### config.mk
export PLATFORM = sky130hd
export DESIGN_NAME = three_channel_interval_timer
export DESIGN_NICKNAME = d
export VERILOG_FILES = /design/src/design/tcit_pkg.sv /design/src/design/tcit_ctrl.sv /design/src/design/tcit_datapath.sv /design/src/design/three_channel_interval_timer.sv
export SDC_FILE = /design/constraint.sdc
export NUM_CORES = 1
export LEC_CHECK = 0
export BUFFER_PORTS_ARGS = -buffer_cell sky130_fd_sc_hd__buf_4
export CORE_MARGIN = 5
export CORE_UTILIZATION = 35
export DETAILED_ROUTE_END_ITERATION = 6
export PLACE_DENSITY = 0.53
export SLEW_MARGIN = 20
export SYNTH_ARGS = -nofsm -noshare
export SYNTH_HDL_FRONTEND = slang
export SYNTH_SLANG_ARGS = --single-unit
### constraint.sdc
create_clock -name clk -period 13.4 [get_ports clk]
set_clock_uncertainty 0.1 [all_clocks]
set_input_delay 1.34 -clock clk [delete_from_list [all_inputs] [get_ports clk]]
set_output_delay 1.34 -clock clk [all_outputs]
set_load 0.1 [all_outputs]
### src/design/tcit_pkg.sv
// Shared types and constants for the three-channel interval timer.
`default_nettype none

package tcit_pkg;

  localparam int unsigned TCIT_NUM_CH = 3;
  localparam int unsigned TCIT_CH_W   = $clog2(TCIT_NUM_CH);
  localparam int unsigned TCIT_DIV_W  = 5;

  localparam logic [31:0] TCIT_DEFAULT_RELOAD = 32'd1000;
  localparam logic [31:0] TCIT_BYTE_MASK      = 32'h0000_00FF;

  // Item operation codes
  localparam logic [1:0] OP_TICK    = 2'd0;
  localparam logic [1:0] OP_READ    = 2'd1;
  localparam logic [1:0] OP_WRITE   = 2'd2;
  localparam logic [1:0] OP_SERVICE = 2'd3;

  // Commands from the controller to the datapath
  typedef struct packed {
    logic                 load;        // capture the input beat
    logic                 exec;        // run the bus/service action, fill output register
    logic                 sub;         // count -= elapsed on the current channel
    logic                 div_start;   // begin overshoot remainder
    logic                 div_step;    // one restoring-division step
    logic                 div_finish;  // reload from remainder
    logic [TCIT_CH_W-1:0] ch;          // channel under work
  } tcit_cmd_t;

  // Status from the datapath to the controller
  typedef struct packed {
    logic in_tick;       // incoming beat is a tick
    logic chan_enabled;  // current channel has a nonzero reload
    logic chan_wrap;     // elapsed reaches or passes the current count
    logic div_last;      // this is the final division step
    logic out_free;      // output register can take a result this cycle
  } tcit_status_t;

endpackage

`default_nettype wire

### src/design/tcit_ctrl.sv
// Controller state machine: sequences bus items and per-channel tick work.
`default_nettype none

module tcit_ctrl (
  input  logic                  clk,
  input  logic                  rst,
  input  logic                  in_valid,
  output logic                  in_stall,
  input  tcit_pkg::tcit_status_t status,
  output tcit_pkg::tcit_cmd_t    cmd
);
  import tcit_pkg::*;

  typedef enum logic [4:0] {
    S_IDLE   = 5'b00001,
    S_CHAN   = 5'b00010,
    S_DIV    = 5'b00100,
    S_FIN    = 5'b01000,
    S_RESULT = 5'b10000
  } state_t;

  state_t               state, state_next;
  logic [TCIT_CH_W-1:0] ch, ch_next;
  logic                 last_ch;

  assign last_ch = (ch == TCIT_CH_W'(TCIT_NUM_CH - 1));

  // Next-state and command decode
  always_comb begin
    state_next     = state;
    ch_next        = ch;
    cmd            = '0;
    cmd.ch         = ch;
    in_stall       = 1'b1;
    case (state)
      S_IDLE: begin
        in_stall = !status.out_free;
        if (in_valid && status.out_free) begin
          cmd.load   = 1'b1;
          ch_next    = '0;
          state_next = status.in_tick ? S_CHAN : S_RESULT;
        end
      end
      S_CHAN: begin
        if (status.chan_enabled && status.chan_wrap) begin
          cmd.div_start = 1'b1;
          state_next    = S_DIV;
        end else begin
          cmd.sub = status.chan_enabled;
          if (last_ch) begin
            state_next = S_RESULT;
          end else begin
            ch_next = ch + 1'b1;
          end
        end
      end
      S_DIV: begin
        cmd.div_step = 1'b1;
        if (status.div_last) begin
          state_next = S_FIN;
        end
      end
      S_FIN: begin
        cmd.div_finish = 1'b1;
        if (last_ch) begin
          state_next = S_RESULT;
        end else begin
          ch_next    = ch + 1'b1;
          state_next = S_CHAN;
        end
      end
      S_RESULT: begin
        if (status.out_free) begin
          cmd.exec   = 1'b1;
          state_next = S_IDLE;
        end
      end
      default: begin
        state_next = S_IDLE;
      end
    endcase
  end

  always_ff @(posedge clk) begin
    if (rst) begin
      state <= S_IDLE;
      ch    <= '0;
    end else begin
      state <= state_next;
      ch    <= ch_next;
    end
  end

endmodule

`default_nettype wire

### src/design/tcit_datapath.sv
// Datapath: channel registers, shared remainder divider and output register.
`default_nettype none

module tcit_datapath #(
  parameter logic [31:0] CHANNEL_BASE_ADDR = 32'd64,
  parameter logic [31:0] STATUS_ADDR       = 32'd67,
  parameter logic [31:0] COMMAND_ADDR      = 32'd68,
  parameter logic [7:0]  VECTOR_NUMBER     = 8'd32
) (
  input  logic                   clk,
  input  logic                   rst,
  input  logic [1:0]             operation,
  input  logic                   access_size,
  input  logic [31:0]            address,
  input  logic [31:0]            write_data,
  input  logic [31:0]            tick_ms,
  output logic                   out_valid,
  input  logic                   out_stall,
  output logic [31:0]            read_data,
  output logic                   irq_taken,
  output logic [7:0]             irq_vector_out,
  input  tcit_pkg::tcit_cmd_t    cmd,
  output tcit_pkg::tcit_status_t status
);
  import tcit_pkg::*;

  // Captured item
  logic [1:0]  op_q;
  logic        size_q;
  logic [31:0] addr_q;
  logic [31:0] wdata_q;
  logic [31:0] elapsed_q;

  // Timer state
  logic [31:0] reload_q [TCIT_NUM_CH];
  logic [31:0] count_q  [TCIT_NUM_CH];
  logic        pending;

  // Divider
  logic [31:0]           rem;
  logic [31:0]           dvd;
  logic [TCIT_DIV_W-1:0] div_cnt;

  logic [31:0]          cur_reload;
  logic [31:0]          cur_count;
  logic [32:0]          trial;
  logic [32:0]          trial_diff;
  logic                 trial_ge;
  logic [31:0]          chan_off;
  logic                 chan_hit;
  logic [TCIT_CH_W-1:0] chan_sel;
  logic [31:0]          wval_raw;
  logic [31:0]          wval;
  logic                 is_status;
  logic                 is_command;
  logic [31:0]          rd_val;

  assign cur_reload = reload_q[cmd.ch];
  assign cur_count  = count_q[cmd.ch];

  // Restoring division step on the overshoot
  assign trial      = {rem, dvd[31]};
  assign trial_diff = trial - {1'b0, cur_reload};
  assign trial_ge   = (trial >= {1'b0, cur_reload});

  // Bus decode
  assign chan_off   = addr_q - CHANNEL_BASE_ADDR;
  assign chan_hit   = (chan_off < 32'(TCIT_NUM_CH));
  assign chan_sel   = chan_off[TCIT_CH_W-1:0];
  assign is_status  = (addr_q == STATUS_ADDR);
  assign is_command = (addr_q == COMMAND_ADDR);
  assign wval_raw   = size_q ? wdata_q : (wdata_q & TCIT_BYTE_MASK);
  assign wval       = (wval_raw == '0) ? 32'd1 : wval_raw;

  // Read value, status taking precedence over channels
  always_comb begin
    rd_val = '0;
    if (is_status) begin
      rd_val = {31'd0, pending};
    end else if (chan_hit) begin
      rd_val = size_q ? count_q[chan_sel] : (count_q[chan_sel] & TCIT_BYTE_MASK);
    end
  end

  assign status.in_tick      = (operation == OP_TICK);
  assign status.chan_enabled = (cur_reload != '0);
  assign status.chan_wrap    = (elapsed_q >= cur_count);
  assign status.div_last     = (div_cnt == '1);
  assign status.out_free     = !out_valid || !out_stall;

  // Item capture
  always_ff @(posedge clk) begin
    if (cmd.load) begin
      op_q      <= operation;
      size_q    <= access_size;
      addr_q    <= address;
      wdata_q   <= write_data;
      elapsed_q <= tick_ms;
    end
  end

  // Divider registers
  always_ff @(posedge clk) begin
    if (cmd.div_start) begin
      rem     <= '0;
      dvd     <= elapsed_q - cur_count;
      div_cnt <= '0;
    end else if (cmd.div_step) begin
      rem     <= trial_ge ? trial_diff[31:0] : trial[31:0];
      dvd     <= {dvd[30:0], 1'b0};
      div_cnt <= div_cnt + 1'b1;
    end
  end

  // Channel registers and pending flag
  always_ff @(posedge clk) begin
    if (rst) begin
      for (int i = 0; i < TCIT_NUM_CH; i++) begin
        reload_q[i] <= (i == 0) ? TCIT_DEFAULT_RELOAD : '0;
        count_q[i]  <= (i == 0) ? TCIT_DEFAULT_RELOAD : '0;
      end
      pending <= 1'b0;
    end else begin
      if (cmd.sub) begin
        count_q[cmd.ch] <= cur_count - elapsed_q;
      end
      if (cmd.div_finish) begin
        count_q[cmd.ch] <= cur_reload - rem;
        if (cmd.ch == '0) begin
          pending <= 1'b1;
        end
      end
      if (cmd.exec) begin
        case (op_q)
          OP_WRITE: begin
            if (!is_command) begin
              if (is_status) begin
                pending <= 1'b0;
              end else if (chan_hit) begin
                reload_q[chan_sel] <= wval;
                count_q[chan_sel]  <= wval;
              end
            end
          end
          OP_SERVICE: begin
            pending <= 1'b0;
          end
          default: begin
          end
        endcase
      end
    end
  end

  // Output register
  always_ff @(posedge clk) begin
    if (rst) begin
      out_valid <= 1'b0;
    end else if (cmd.exec) begin
      out_valid <= 1'b1;
    end else if (!out_stall) begin
      out_valid <= 1'b0;
    end
  end

  always_ff @(posedge clk) begin
    if (cmd.exec) begin
      read_data      <= (op_q == OP_READ) ? rd_val : '0;
      irq_taken      <= (op_q == OP_SERVICE) && pending;
      irq_vector_out <= ((op_q == OP_SERVICE) && pending) ? VECTOR_NUMBER : '0;
    end
  end

endmodule

`default_nettype wire

### src/design/three_channel_interval_timer.sv
// Top level of the three-channel interval timer.
// Three reload-down counters behind a bus register map; every input beat
// (tick, bus read, bus write, interrupt service) yields exactly one output
// beat. One item is in work at a time. A bus or service item is captured,
// then written to the output register once that register is free. A tick
// walks the channels in turn: a disabled channel is skipped and one that does
// not reach zero is counted down, while for a channel that reaches or passes
// zero the overshoot remainder runs through one shared restoring divider at
// one quotient bit per cycle before the channel reloads. A new beat is taken as
// soon as the previous result has left or is leaving the output register.
`default_nettype none

module three_channel_interval_timer #(
  parameter logic [31:0] CHANNEL_BASE_ADDR = 32'd64,
  parameter logic [31:0] STATUS_ADDR       = 32'd67,
  parameter logic [31:0] COMMAND_ADDR      = 32'd68,
  parameter logic [7:0]  VECTOR_NUMBER     = 8'd32
) (
  input  logic        clk,
  input  logic        rst,
  input  logic        in_valid,
  output logic        in_stall,
  input  logic [1:0]  operation,
  input  logic        access_size,
  input  logic [31:0] address,
  input  logic [31:0] write_data,
  input  logic [31:0] tick_ms,
  output logic        out_valid,
  input  logic        out_stall,
  output logic [31:0] read_data,
  output logic        irq_taken,
  output logic [7:0]  irq_vector_out
);
  import tcit_pkg::*;

  tcit_cmd_t    cmd;
  tcit_status_t status;

  tcit_ctrl u_ctrl (
    .clk      (clk),
    .rst      (rst),
    .in_valid (in_valid),
    .in_stall (in_stall),
    .status   (status),
    .cmd      (cmd)
  );

  tcit_datapath #(
    .CHANNEL_BASE_ADDR (CHANNEL_BASE_ADDR),
    .STATUS_ADDR       (STATUS_ADDR),
    .COMMAND_ADDR      (COMMAND_ADDR),
    .VECTOR_NUMBER     (VECTOR_NUMBER)
  ) u_datapath (
    .clk            (clk),
    .rst            (rst),
    .operation      (operation),
    .access_size    (access_size),
    .address        (address),
    .write_data     (write_data),
    .tick_ms        (tick_ms),
    .out_valid      (out_valid),
    .out_stall      (out_stall),
    .read_data      (read_data),
    .irq_taken      (irq_taken),
    .irq_vector_out (irq_vector_out),
    .cmd            (cmd),
    .status         (status)
  );

endmodule

`default_nettype wire

# [Word-level counts from Yosys, hierarchy flattened]
# Memory sizes are Yosys's and may differ from the RTL's. A register that Yosys moved wholly into a read port is not among the register bits.
# Index checks and enable logic that the tools add are counted.
[classes] add_sub_neg=7 order_cmp=3 eq_ne=18 mux=67 bitwise=4 n_reduce_logical=20
[ops] cell="32-bit two-way mux" count=9
[ops] cell="32-bit subtractor" count=4
[ops] cell="32-bit OR reduction" count=3
[ops] cell="32-bit by 7-bit equality test with 1-bit output, second input constant" count=2
[ops] cell="1-bit two-way mux" count=36
[ops] cell="5-bit two-way mux" count=7
[ops] cell="33-bit by 32-bit >= comparator with 1-bit output" count=1
[ops] cell="32-bit >= comparator" count=1
[ops] cell="32-bit zero test" count=1
[ops] cell="32-bit by 2-bit < comparator with 1-bit output, second input constant" count=1
[ops] cell="32-bit nonzero test" count=1
[ops] cell="32-bit by 7-bit subtractor with 32-bit output, second input constant" count=1
[ops] cell="5-bit case mux with 5 select lines" count=1
[ops] cell="2-bit two-way mux" count=11
[ops] cell="5-bit equality test, second input constant" count=2
[ops] cell="2-bit equality test, second input constant" count=3
[ops] cell="6-bit two-way mux" count=1
[ops] cell="2-bit by 1-bit != test with 1-bit output, second input constant" count=3
[ops] cell="2-bit case mux with 3 select lines" count=1
[ops] cell="5-bit by 1-bit adder with 5-bit output, second input constant" count=1
[ops] cell="5-bit by 1-bit equality test with 1-bit output, second input constant" count=1
[ops] cell="5-bit by 2-bit equality test with 1-bit output, second input constant" count=1
[ops] cell="5-bit by 3-bit equality test with 1-bit output, second input constant" count=1
[ops] cell="5-bit by 4-bit equality test with 1-bit output, second input constant" count=1
[ops] cell="other kinds (17)" count=25
[totals] reg_bits=218 ram_bits=192 inputBits=103 output_inout_bits=43 word_cells=138 memories=2
[memory_table] name="u_datapath.count_q" words=3 word_bits=32 rd=2 rd_clocked_by_memory_dff=1 wr=3 line="tcit_datapath.sv:36" source="logic [31:0] count_q [TCIT_NUM_CH];"
[memory_table] name="u_datapath.reload_q" words=3 word_bits=32 rd=1 rd_clocked_by_memory_dff=1 wr=3 line="tcit_datapath.sv:35" source="logic [31:0] reload_q [TCIT_NUM_CH];"

# [Depth between registers and ports, before layout]
[depth] ltp_word=11 mapped_depth=17 ltp_nobuf=13

# [Cells and area by module]
# A second synthesis with hierarchy kept.
[hier_totals] cells_unflattened=2406 area_unflattened_um2=27601.5
[by_module_without_submodules] mod="tcit_datapath" instances=1 cells_each=2339 area_per_inst_um2=27007.2 seq_area_each_um2=13392.8
[by_module_without_submodules] mod="tcit_ctrl" instances=1 cells_each=67 area_per_inst_um2=594.3 seq_area_each_um2=140.1

# [Worst setup path after synthesis]
# Ideal clock, no wire load.
[synth_path] kind="register to register" from="register with a tool-made name" to="memory u_datapath.count_q[3][0], enable pin" setup_ns=0.502 arrival_ns=6.951 t_required_ns=12.798 setup_slack_ns=5.847 stages_incl_launch_ff=16 path_buffers=4 synth_period_minus_slack_ns=7.553 cell_sequence="dfxtp_1 > buf_4 > buf_2 > buf_1 > mux4_2 > ha_1 > buf_2 > a21o_1 > a2111oi_2 > o21bai_1 > a21oi_1 > o211ai_1 > a21oi_1 > o211a_2 > nor2_1 > nor4_1"
[synth_lines] item="end: declaration" line="tcit_datapath.sv:36"

==> run metrics <==
final setup vio count=0; die area=0.0826 mm²; CTS root buffer=clkbuf_16; max_cap viols=0; number of global-route vias before repair=19609; DRT Pass-1 Iters=6; Synth warnings=0; row cnt=101; CTS max path bufs=3; ys flop type=edfxtp_1; top cell type by total area after synthesis=edfxtp_1; power density cells=151 mW/mm²; clock sink count=468; Worst EP required=13.56 ns; Power Internal=3.06 mW; initial antenna violation count=1; grt total ovfl=0; hold_ws=0.361 ns; post_cts resized=0; crit path DAT=6.96 ns; Final min period=6.80 ns; P_leak=12.4 nW; Clock Latency Late Sink=0.64 ns; hold buffer count at cts=0; WP buf/inv=3; reg2reg setup slack=6.60 ns; outcome=completed; clk slew on worst S/H paths=0.06 ns; DP Area=0.0291 mm²; Die H=287 µm; share of cells above drive strength 1=0.146; Final Slew Violations=0; critical path's most frequent cell=buf_4; CP startpoint kind=register; Seq pwr share=0.386; Seq cells post-synth=468; Worst Hold Class=register to register; Critical Path Stages=14; dpl hpwl=63200 µm; Avg Inst Size Synth=10.9 µm²; P_sw=1.62 mW; Net Sw Frac=0.346; routed length per instance=23.5 µm; worst r2r dst=u_datapath.count_q[3][31]; sequential cell area fraction in the yosys report=0.504; Critical Path End=u_datapath.count_q[3][31]; Total Routing Usage GR=0.204; Synth Instances=2474; initial core utilization=0.354; Post-synth top cells=edfxtp_1 (420), nor2_1 (262), inv_1 (208), nand2_1 (167), a21oi_1 (159); Fin. Hold Viols=0; hold path depth=2; RSZ-0062 raised after global routing=no; CP max stage delay=0.80 ns; Clock power frac=0.317; Synth area leaders=edfxtp_1 (47%), mux4_2 (8.0%), ha_1 (6.0%), nor2_1 (3.7%), dfxtp_1 (3.6%); Synth top area share=0.468; CTS tree=done; first-pass GRT wire length=128000 µm; Worst setup EP type=register; CTS buffer count=55; Post-CTS Setup Bufs=0; synth unique cells=78; Die Wd=287 µm; Detailed Route Iter0 Violations=1717; worst hold start=u_datapath.div_cnt[4]; crit path kind=register to register; port bufs=138; gp weighted congestion=0.915; antenna viol nets, final=0; vias per cell=5.47; vias=20143; most common cell in the netlist=edfxtp_1; Final period util=0.508; Relative slew margins=0.168; Worst-Margin Slew=1.24 ns; final net count=2840; final instance area=0.0309 mm²; fmax=147 MHz; Core Area=0.0761 mm²; I/O pin total=146; critical path fanouts, max=33; Synth async-reset ratio=0; largest net degree at the start of global routing=86; wire length on met2=40000 µm; final WL=86400 µm; H-tree levels=2; Critical-path top delay cell=dfxtp_4; CP top delay family=compound AO/OA/AOI/OAI gates; number of cells on the worst reg-to-reg path=14; met3 wire length=5230 µm; Post-Place Setup Slack=6.59 ns; DRC Markers=0; Max Used Layer=met4; combinational power share=0.297; EDFF count, synth=420; VDD IR-drop max=117 µV; crit path cell chain=buf_4 > mux4_2 > ha_1 > a21o_1 > a2111oi_2 > o21bai_1 > a21oi_1 > o211ai_1 > a21oi_1 > buf_4 > o211a_2 > nor2_1 > nor4_2 > buf_4; Syn Std Cell Area=0.0269 mm²; Fin Setup TNS=0 ns; Post-Route M1 WL=39300 µm; area delta synth->final=14.6%; final worst slack=6.60 ns
[power by group through the flow]
stage               Clock, mW  Sequential (mW)  Combinational [mW]
floorplan                   0             1.82               0.963
global placement            0             1.83                1.37
detailed placement          0             1.84                1.38
CTS                      1.52             1.81                1.39
global route             1.58             1.82                1.51
finish                   1.48             1.81                1.39
[tightest hold or removal path, cell delays in order (launching register included)]
cell and delay (ns):
dfxtp_1 0.31, nand2_1 0.05, o21ai_0 0.05
[metal layers]
layer / vias up / global-route usage
met2: 657 / 0.327
li1: 9319 / -
met5: - / 0
met4: 0 / 0.0472
met1: 10064 / 0.294
met3: 103 / 0.0323
[area by class of cell]
type / instances / area, µm²
Sequential cell: 468 / 13600
Clock inverter: 36 / 358
Clock buffer: 67 / 1420
Multi-Input combinational cell: 1699 / 12200
Inverter: 209 / 785
Antenna cell: 2 / 5.00
Fill cell: 7389 / 45200
Tap cell: 1030 / 1290
Timing Repair Buffer: 170 / 1280
[placed cells by master, fill, tap and decap left out, types with 9 or more instances in the layout]
cell type  instances
a21oi_1          158
xnor2_1           57
o211ai_1          17
buf_4            169
clkbuf_1          12
a21o_1            71
dfxtp_1           46
nand2_1          167
o21ai_0          145
mux4_2            96
ha_1             130
o22ai_1           10
nand4_1           29
o31ai_1           13
mux2i_1            9
nor2b_1           22
clkinv_2          12
o21bai_1          16
nor2_1           260
o21a_1            27
conb_1            39
inv_1            208
nand2b_1          11
nor4_1            27
or3_1             12
a31oi_1           22
nor3_1            54
edfxtp_1         420
and2_1            13
xor2_1            35
clkbuf_16         55
nand3_1           56
and3_1            63
a211oi_1          20
[kinds of logic after synthesis]
| kind of cell | synth area share |
|---|---|
| AND/OR/NAND/NOR | 0.131 |
| AO/OA/AOI/OAI | 0.135 |
| flip-flops | 0.504 |
| buffers and inverters | 0.0518 |
| adder cells (fa/ha/maj) | 0.0634 |
| multiplexers | 0.0844 |
| XOR/XNOR | 0.0299 |
| other | 0.000139 |
[state kept, by name, summed over array words and instances (netlist names), named ones only]
| signal | flops |
|---|---|
| u_datapath.count_q | 128 |
| u_datapath.reload_q | 128 |
| u_datapath.addr_q | 32 |
| u_datapath.dvd | 32 |
| u_datapath.elapsed_q | 32 |
| u_datapath.read_data | 32 |
| u_datapath.rem | 32 |
| u_datapath.wdata_q | 32 |
| u_ctrl.state | 5 |
| u_datapath.div_cnt | 5 |
| u_ctrl.ch | 2 |
| u_datapath.op_q | 2 |
| u_datapath.irq_taken | 1 |
| u_datapath.out_valid | 1 |
| u_datapath.pending | 1 |
| u_datapath.size_q | 1 |
[worst min-delay path by stage]
stage	to	slack, ns
global route	u_datapath.div_cnt[4]	0.40
finish	u_datapath.div_cnt[4]	0.36
global placement	u_datapath.div_cnt[4]	0.35
CTS	u_datapath.div_cnt[4]	0.37
floorplan	u_datapath.div_cnt[4]	0.34
detailed placement	u_datapath.div_cnt[4]	0.36
[metrics by stage]
step / power (mW) / instances / utilization
after CTS: 4.71 / 3679 / 0.406
after global placement: 3.20 / 3576 / 0.382
after global routing: 4.91 / 3679 / 0.406
final: 4.68 / 3681 / 0.406
after floorplan: 2.78 / 2512 / -
after detailed placement: 3.21 / 3576 / 0.382
(Power assumes the default switching activity.)
